`config.mk`:
```
export PLATFORM = sky130hd
export DESIGN_NAME = lcg_jump_ahead
export DESIGN_NICKNAME = d
export VERILOG_FILES = /design/src/rtl/lcg_ja_pkg.sv /design/src/rtl/lcg_ja_mul.sv /design/src/rtl/lcg_ja_ctrl.sv /design/src/rtl/lcg_jump_ahead.sv
export SDC_FILE = /design/constraint.sdc
export NUM_CORES = 2
export LEC_CHECK = 0
export BUFFER_PORTS_ARGS = -buffer_cell sky130_fd_sc_hd__buf_2
export CORE_ASPECT_RATIO = 0.7
export CORE_MARGIN = 5
export CORE_UTILIZATION = 50
export DETAILED_ROUTE_END_ITERATION = 7
export GPL_TIMING_DRIVEN = 0
export HOLD_SLACK_MARGIN = 0.05
export PLACE_DENSITY = 0.71
export SETUP_SLACK_MARGIN = 0.2
export SYNTH_ARGS = -nofsm -noshare
export SYNTH_HDL_FRONTEND = slang
export SYNTH_SLANG_ARGS = --single-unit
```
`constraint.sdc`:
```
create_clock -name clk -period 21.6 [get_ports clk]
set_input_delay 4.32 -clock clk [delete_from_list [all_inputs] [get_ports clk]]
set_output_delay 4.32 -clock clk [all_outputs]
set_load 0.05 [all_outputs]
```
`src/rtl/lcg_ja_pkg.sv`:
```
`timescale 1ns / 1ps

package lcg_ja_pkg;

  localparam int unsigned WORD_W  = 32;
  localparam int unsigned LANES   = 4;
  localparam int unsigned ROUNDS  = 32;
  localparam int unsigned CNT_W   = $clog2(ROUNDS);

  localparam logic [WORD_W-1:0] LCG_MUL = 32'h0003_43FD;
  localparam logic [WORD_W-1:0] LCG_INC = 32'h0026_9EC3;

  typedef logic [WORD_W-1:0] word_t;

  // lane assignment of the shared multiply unit
  localparam int unsigned LN_ACC_MUL = 0;  // acc_mul * cur_mul, or acc_mul * seed at the end
  localparam int unsigned LN_ACC_INC = 1;  // acc_inc * cur_mul
  localparam int unsigned LN_CUR_INC = 2;  // (cur_mul + 1) * cur_inc
  localparam int unsigned LN_CUR_MUL = 3;  // cur_mul * cur_mul

  typedef struct packed {
    word_t [LANES-1:0] a;
    word_t [LANES-1:0] b;
  } mul_ops_t;

  typedef word_t [LANES-1:0] mul_res_t;

  typedef struct packed {
    logic load;   // capture a new request
    logic iter;   // one square-and-multiply round
    logic fin;    // apply accumulated map to seed
  } ctrl_t;

endpackage

```
`src/rtl/lcg_ja_mul.sv`:
```
`timescale 1ns / 1ps

// Shared multiply unit: four lanes, low word of each product.
module lcg_ja_mul (
  input  lcg_ja_pkg::mul_ops_t ops,
  output lcg_ja_pkg::mul_res_t prod
);

  always_comb begin
    for (int i = 0; i < lcg_ja_pkg::LANES; i++) begin
      prod[i] = ops.a[i] * ops.b[i];
    end
  end

endmodule

```
`src/rtl/lcg_ja_ctrl.sv`:
```
`timescale 1ns / 1ps

// Sequencer: idle -> 32 rounds -> final multiply -> idle.
module lcg_ja_ctrl (
  input  logic                 clk,
  input  logic                 rst_n,
  input  logic                 start,
  output logic                 busy,
  output lcg_ja_pkg::ctrl_t    ctrl
);

  typedef enum logic [2:0] {
    ST_IDLE = 3'b001,
    ST_ITER = 3'b010,
    ST_FIN  = 3'b100
  } state_t;

  state_t                        state_r, state_nxt;
  logic [lcg_ja_pkg::CNT_W-1:0]  cnt_r, cnt_nxt;
  logic                          last_round;

  assign last_round = (cnt_r == lcg_ja_pkg::CNT_W'(lcg_ja_pkg::ROUNDS - 1));

  always_comb begin
    state_nxt = state_r;
    cnt_nxt   = cnt_r;
    ctrl      = '0;
    case (state_r)
      ST_IDLE: begin
        if (start) begin
          ctrl.load = 1'b1;
          cnt_nxt   = '0;
          state_nxt = ST_ITER;
        end
      end
      ST_ITER: begin
        ctrl.iter = 1'b1;
        cnt_nxt   = cnt_r + 1'b1;
        if (last_round) begin
          state_nxt = ST_FIN;
        end
      end
      ST_FIN: begin
        ctrl.fin  = 1'b1;
        state_nxt = ST_IDLE;
      end
      default: begin
        state_nxt = ST_IDLE;
      end
    endcase
  end

  assign busy = (state_r != ST_IDLE);

  always_ff @(posedge clk) begin
    if (!rst_n) begin
      state_r <= ST_IDLE;
      cnt_r   <= '0;
    end else begin
      state_r <= state_nxt;
      cnt_r   <= cnt_nxt;
    end
  end

endmodule

```
`src/rtl/lcg_jump_ahead.sv`:
```
`timescale 1ns / 1ps

// Channel    Ports                                   Handshake
// ---------  --------------------------------------  ------------------------------
// request    in_start_seed, in_step_count            taken when start && !busy
// result     out_advanced_seed                       valid for one cycle on out_valid
//
// A request passes from the accepting edge to the result strobe through
// 32 square-and-multiply rounds (one bit of the step count each, on the
// four-lane shared multiplier) plus one final seed multiply and one output
// register. A new request may be accepted in the cycle the result shows.
// Reset (synchronous, active low) returns the sequencer to idle and clears
// out_valid. The receiver cannot stall; each result is shown once.
module lcg_jump_ahead (
  input  logic                      clk,
  input  logic                      rst_n,
  input  logic                      start,
  output logic                      busy,
  input  logic [31:0]               in_start_seed,
  input  logic [31:0]               in_step_count,
  output logic                      out_valid,
  output logic [31:0]               out_advanced_seed
);

  lcg_ja_pkg::ctrl_t     ctrl;
  lcg_ja_pkg::mul_ops_t  ops;
  lcg_ja_pkg::mul_res_t  prod;

  // request and working registers (payload, no reset needed)
  lcg_ja_pkg::word_t seed_r,    seed_nxt;
  lcg_ja_pkg::word_t steps_r,   steps_nxt;
  lcg_ja_pkg::word_t acc_mul_r, acc_mul_nxt;   // accumulated map: x -> acc_mul*x + acc_inc
  lcg_ja_pkg::word_t acc_inc_r, acc_inc_nxt;
  lcg_ja_pkg::word_t cur_mul_r, cur_mul_nxt;   // map for the current power-of-two jump
  lcg_ja_pkg::word_t cur_inc_r, cur_inc_nxt;
  lcg_ja_pkg::word_t res_r,     res_nxt;
  logic              vld_r,     vld_nxt;

  lcg_ja_ctrl u_ctrl (
    .clk   (clk),
    .rst_n (rst_n),
    .start (start),
    .busy  (busy),
    .ctrl  (ctrl)
  );

  // operand steering for the shared multiplier
  always_comb begin
    ops.a[lcg_ja_pkg::LN_ACC_MUL] = acc_mul_r;
    ops.b[lcg_ja_pkg::LN_ACC_MUL] = ctrl.fin ? seed_r : cur_mul_r;
    ops.a[lcg_ja_pkg::LN_ACC_INC] = acc_inc_r;
    ops.b[lcg_ja_pkg::LN_ACC_INC] = cur_mul_r;
    ops.a[lcg_ja_pkg::LN_CUR_INC] = cur_mul_r + 32'd1;
    ops.b[lcg_ja_pkg::LN_CUR_INC] = cur_inc_r;
    ops.a[lcg_ja_pkg::LN_CUR_MUL] = cur_mul_r;
    ops.b[lcg_ja_pkg::LN_CUR_MUL] = cur_mul_r;
  end

  lcg_ja_mul u_mul (
    .ops  (ops),
    .prod (prod)
  );

  always_comb begin
    seed_nxt    = seed_r;
    steps_nxt   = steps_r;
    acc_mul_nxt = acc_mul_r;
    acc_inc_nxt = acc_inc_r;
    cur_mul_nxt = cur_mul_r;
    cur_inc_nxt = cur_inc_r;
    res_nxt     = res_r;
    vld_nxt     = 1'b0;

    if (ctrl.load) begin
      // identity accumulator, single-step map as the first jump
      seed_nxt    = in_start_seed;
      steps_nxt   = in_step_count;
      acc_mul_nxt = 32'd1;
      acc_inc_nxt = 32'd0;
      cur_mul_nxt = lcg_ja_pkg::LCG_MUL;
      cur_inc_nxt = lcg_ja_pkg::LCG_INC;
    end

    if (ctrl.iter) begin
      // fold current jump in when this bit of the count is set
      if (steps_r[0]) begin
        acc_mul_nxt = prod[lcg_ja_pkg::LN_ACC_MUL];
        acc_inc_nxt = prod[lcg_ja_pkg::LN_ACC_INC] + cur_inc_r;
      end
      // double the jump: compose the map with itself
      cur_inc_nxt = prod[lcg_ja_pkg::LN_CUR_INC];
      cur_mul_nxt = prod[lcg_ja_pkg::LN_CUR_MUL];
      steps_nxt   = {1'b0, steps_r[lcg_ja_pkg::WORD_W-1:1]};
    end

    if (ctrl.fin) begin
      res_nxt = prod[lcg_ja_pkg::LN_ACC_MUL] + acc_inc_r;
      vld_nxt = 1'b1;
    end
  end

  always_ff @(posedge clk) begin
    seed_r    <= seed_nxt;
    steps_r   <= steps_nxt;
    acc_mul_r <= acc_mul_nxt;
    acc_inc_r <= acc_inc_nxt;
    cur_mul_r <= cur_mul_nxt;
    cur_inc_r <= cur_inc_nxt;
    res_r     <= res_nxt;
  end

  always_ff @(posedge clk) begin
    if (!rst_n) begin
      vld_r <= 1'b0;
    end else begin
      vld_r <= vld_nxt;
    end
  end

  assign out_valid         = vld_r;
  assign out_advanced_seed = res_r;

endmodule

```
==> metrics <==
final core utilization=53.35%; DR vias/cell=5.587; # rows=113; area occupied by multi-input gates=53860 sq um; critical path capture point type=register; synthesized instance count=7434; DRT iter0 DRCs=6437; worst setup margin=8.889 ns; First-pass DRT Iterations=8; crit-path most repeated cell=fa_1; Longest Clk Path Bufs=3; IO buf count=100; CTS root buffer=clkbuf_16; CP bufs+invs=6; Area growth, synth to finish=6.071%; Max Cap Viol=10; Final HPWL DP=203.7 mm; clk_lat worst skew=0.69 ns; DRC=11; Worst Skew=0.06988 ns; clock sink total=231; Core ar.=135600 sq um; Post-Syn Area=68200 sq um; Req. time, crit path=22.04 ns; gr ovfl total=0; CTS clock-pin slew for the worst setup and hold paths=0.06 ns; post-CTS setup buffer count=0; failing checks=design-rule violations, max-capacitance violations, max-slew violations; H-tree Lvls=1; mean post-synth cell area=9.174 sq um; WL/cell=26.17 microns; EDFF count, synth=157; Fill cells=12350; WP data arrival=13.15 ns; Setup violations, final=0; Post-Synth XOR/XNOR Area=4.363%; sequential-to-total area share from yosys stat=9.085%; CTS tree=done; antenna-violating nets left=0; DP Worst Slack=9.383 ns; Crit Path Class=register to register; kind of cell adding the most delay to the critical path=adder cells; CP max stage cell=clkinv_1; placed cell count=9383; Slew Limit Fails=112; hold_buf cts=0; Layout Nets=9850; post-synth top area share=46.17%; Commonest cells post-synth=inv_1, fa_1, nand2_1, ha_1, and2_1; synth top area cells=fa_1, ha_1, inv_1; Achievable Freq=78.67 MHz; fin crit share=58.85%; I/O pin total=101; post-CTS resize count=0; die area=144000 sq um; RSZ-0062 raised after global routing=no; max incr delay on CP=0.88 ns; post-synthesis adder-cell area fraction=56.74%; Yosys warning count=0; final hold vios=0; simple-gate share of the synthesized area=13.32%; Die Ht=319.0 microns; status=finished, violations left; critical path peak fanout=10; Post-Route WL=247.6 mm; FFs w/ async S/R, synth=0%; RD Place Congestion=1.063; vias in the first global route=54930; Synth Register Bits=231; fraction of the mapped netlist area in compound gates=4.049%; Starting Density=50.30%; HP Class=register to register; Post-synth top flop=edfxtp_1; crit path launch type=register; initial antenna violation count=29; Final Critical Period=12.71 ns; first-pass GRT wire length=366.2 mm; post-synth cell types=73; Layout Cells excl Fill=9461; Via Count=52860; die width=451.4 microns; largest net degree at the start of global routing=51; share of cells above drive strength 1=2.886%; largest family of logic cells by synthesized area=adder cells; worst slew pin tran=1.706 ns; cell type with the largest total area after synthesis=fa_1; mux contribution to synthesized area=0.1211%; GRT Overall Usage=34.93%; most common cell in the netlist=inv_1; Register Area=6196 sq um; cts bufs inserted=31; max_slew headroom=-13.75%; TNS Setup=0 ns
==> tightest hold or removal path, stage by stage, from the launching register on <==
cell and delay (ns):
dfxtp_1 0.31, nand2_1 0.05, a21oi_1 0.05
==> path summary, 6_finish.rpt <==
| kind | start | slack (ns) | cells past startpoint | endpoint |
|---|---|---|---|---|
| worst min register to register | steps_r[31]$_SDFFE_PP0P_ | 0.46 | 2 | steps_r[31]$_SDFFE_PP0P_ |
| worst min-delay path | steps_r[31]$_SDFFE_PP0P_ | 0.46 | 2 | steps_r[31]$_SDFFE_PP0P_ |
| worst max-delay path | cur_mul_r[8]$_SDFFCE_PN1P_ | 8.89 | 37 | out_advanced_seed[31]$_DFFE_PN_ |
| worst max register to register | cur_mul_r[8]$_SDFFCE_PN1P_ | 8.89 | 37 | out_advanced_seed[31]$_DFFE_PN_ |
==> metal layers <==
metal / GRT usage [%] / wire [microns]
met5: 1.563 / 459
met4: 13.22 / 12380
met3: 16.41 / 41960
met2: 46.49 / 94750
met1: 49.17 / 98010
==> metrics by stage <==
step                      cell area, sq um  hold WS (ns)
final                                72340        0.4566
after detailed placement             71260        0.4544
after floorplan                      68440        0.4229
after global routing                 72290        0.5075
after global placement               71170        0.4352
after CTS                            72270        0.4633
==> state kept, by name, summed over array words and instances, names as in the netlist <==
register,cells
acc_inc_r,32
acc_mul_r,32
cur_inc_r,32
cur_mul_r,30
out_advanced_seed,32
out_valid,1
seed_r,32
steps_r,32
u_ctrl.cnt_r,5
u_ctrl.state_r,3
==> cell families (layout without fill, tap and decap cells) <==
logic type               after synthesis  after routing
multiplexers                           6              6
flip-flops                           231            231
other                                  2             87
buffers and inverters               2223           2383
adder cells (fa/ha/maj)             2149           2149
AND/OR/NAND/NOR                     2063           2063
AO/OA/AOI/OAI                        425            425
XOR/XNOR                             335            335
==> layout by cell type, fill, tap and decap left out, drive strengths merged, types with 144 or more instances in the layout <==
cell type	instances
inv	1883
fa	1573
and2	404
nor2	245
buf	144
edfxtp	157
ha	576
clkbuf	333
nand2	1280
xnor2	256
==> final cells by class <==
class | count | area share (%)
multi-input cells | 5044 | 74.45
inverters | 1885 | 9.781
flip-flops and latches | 231 | 8.565
well taps | 1782 | 3.082
plain buffers | 338 | 1.844
clock buffers | 36 | 1.126
repair buffers | 103 | 0.7956
clock inverters | 21 | 0.2819
diodes | 21 | 0.07265
Power is not shown: default switching activity piles up to over one toggle a cycle in this logic, so the estimate is an artifact.
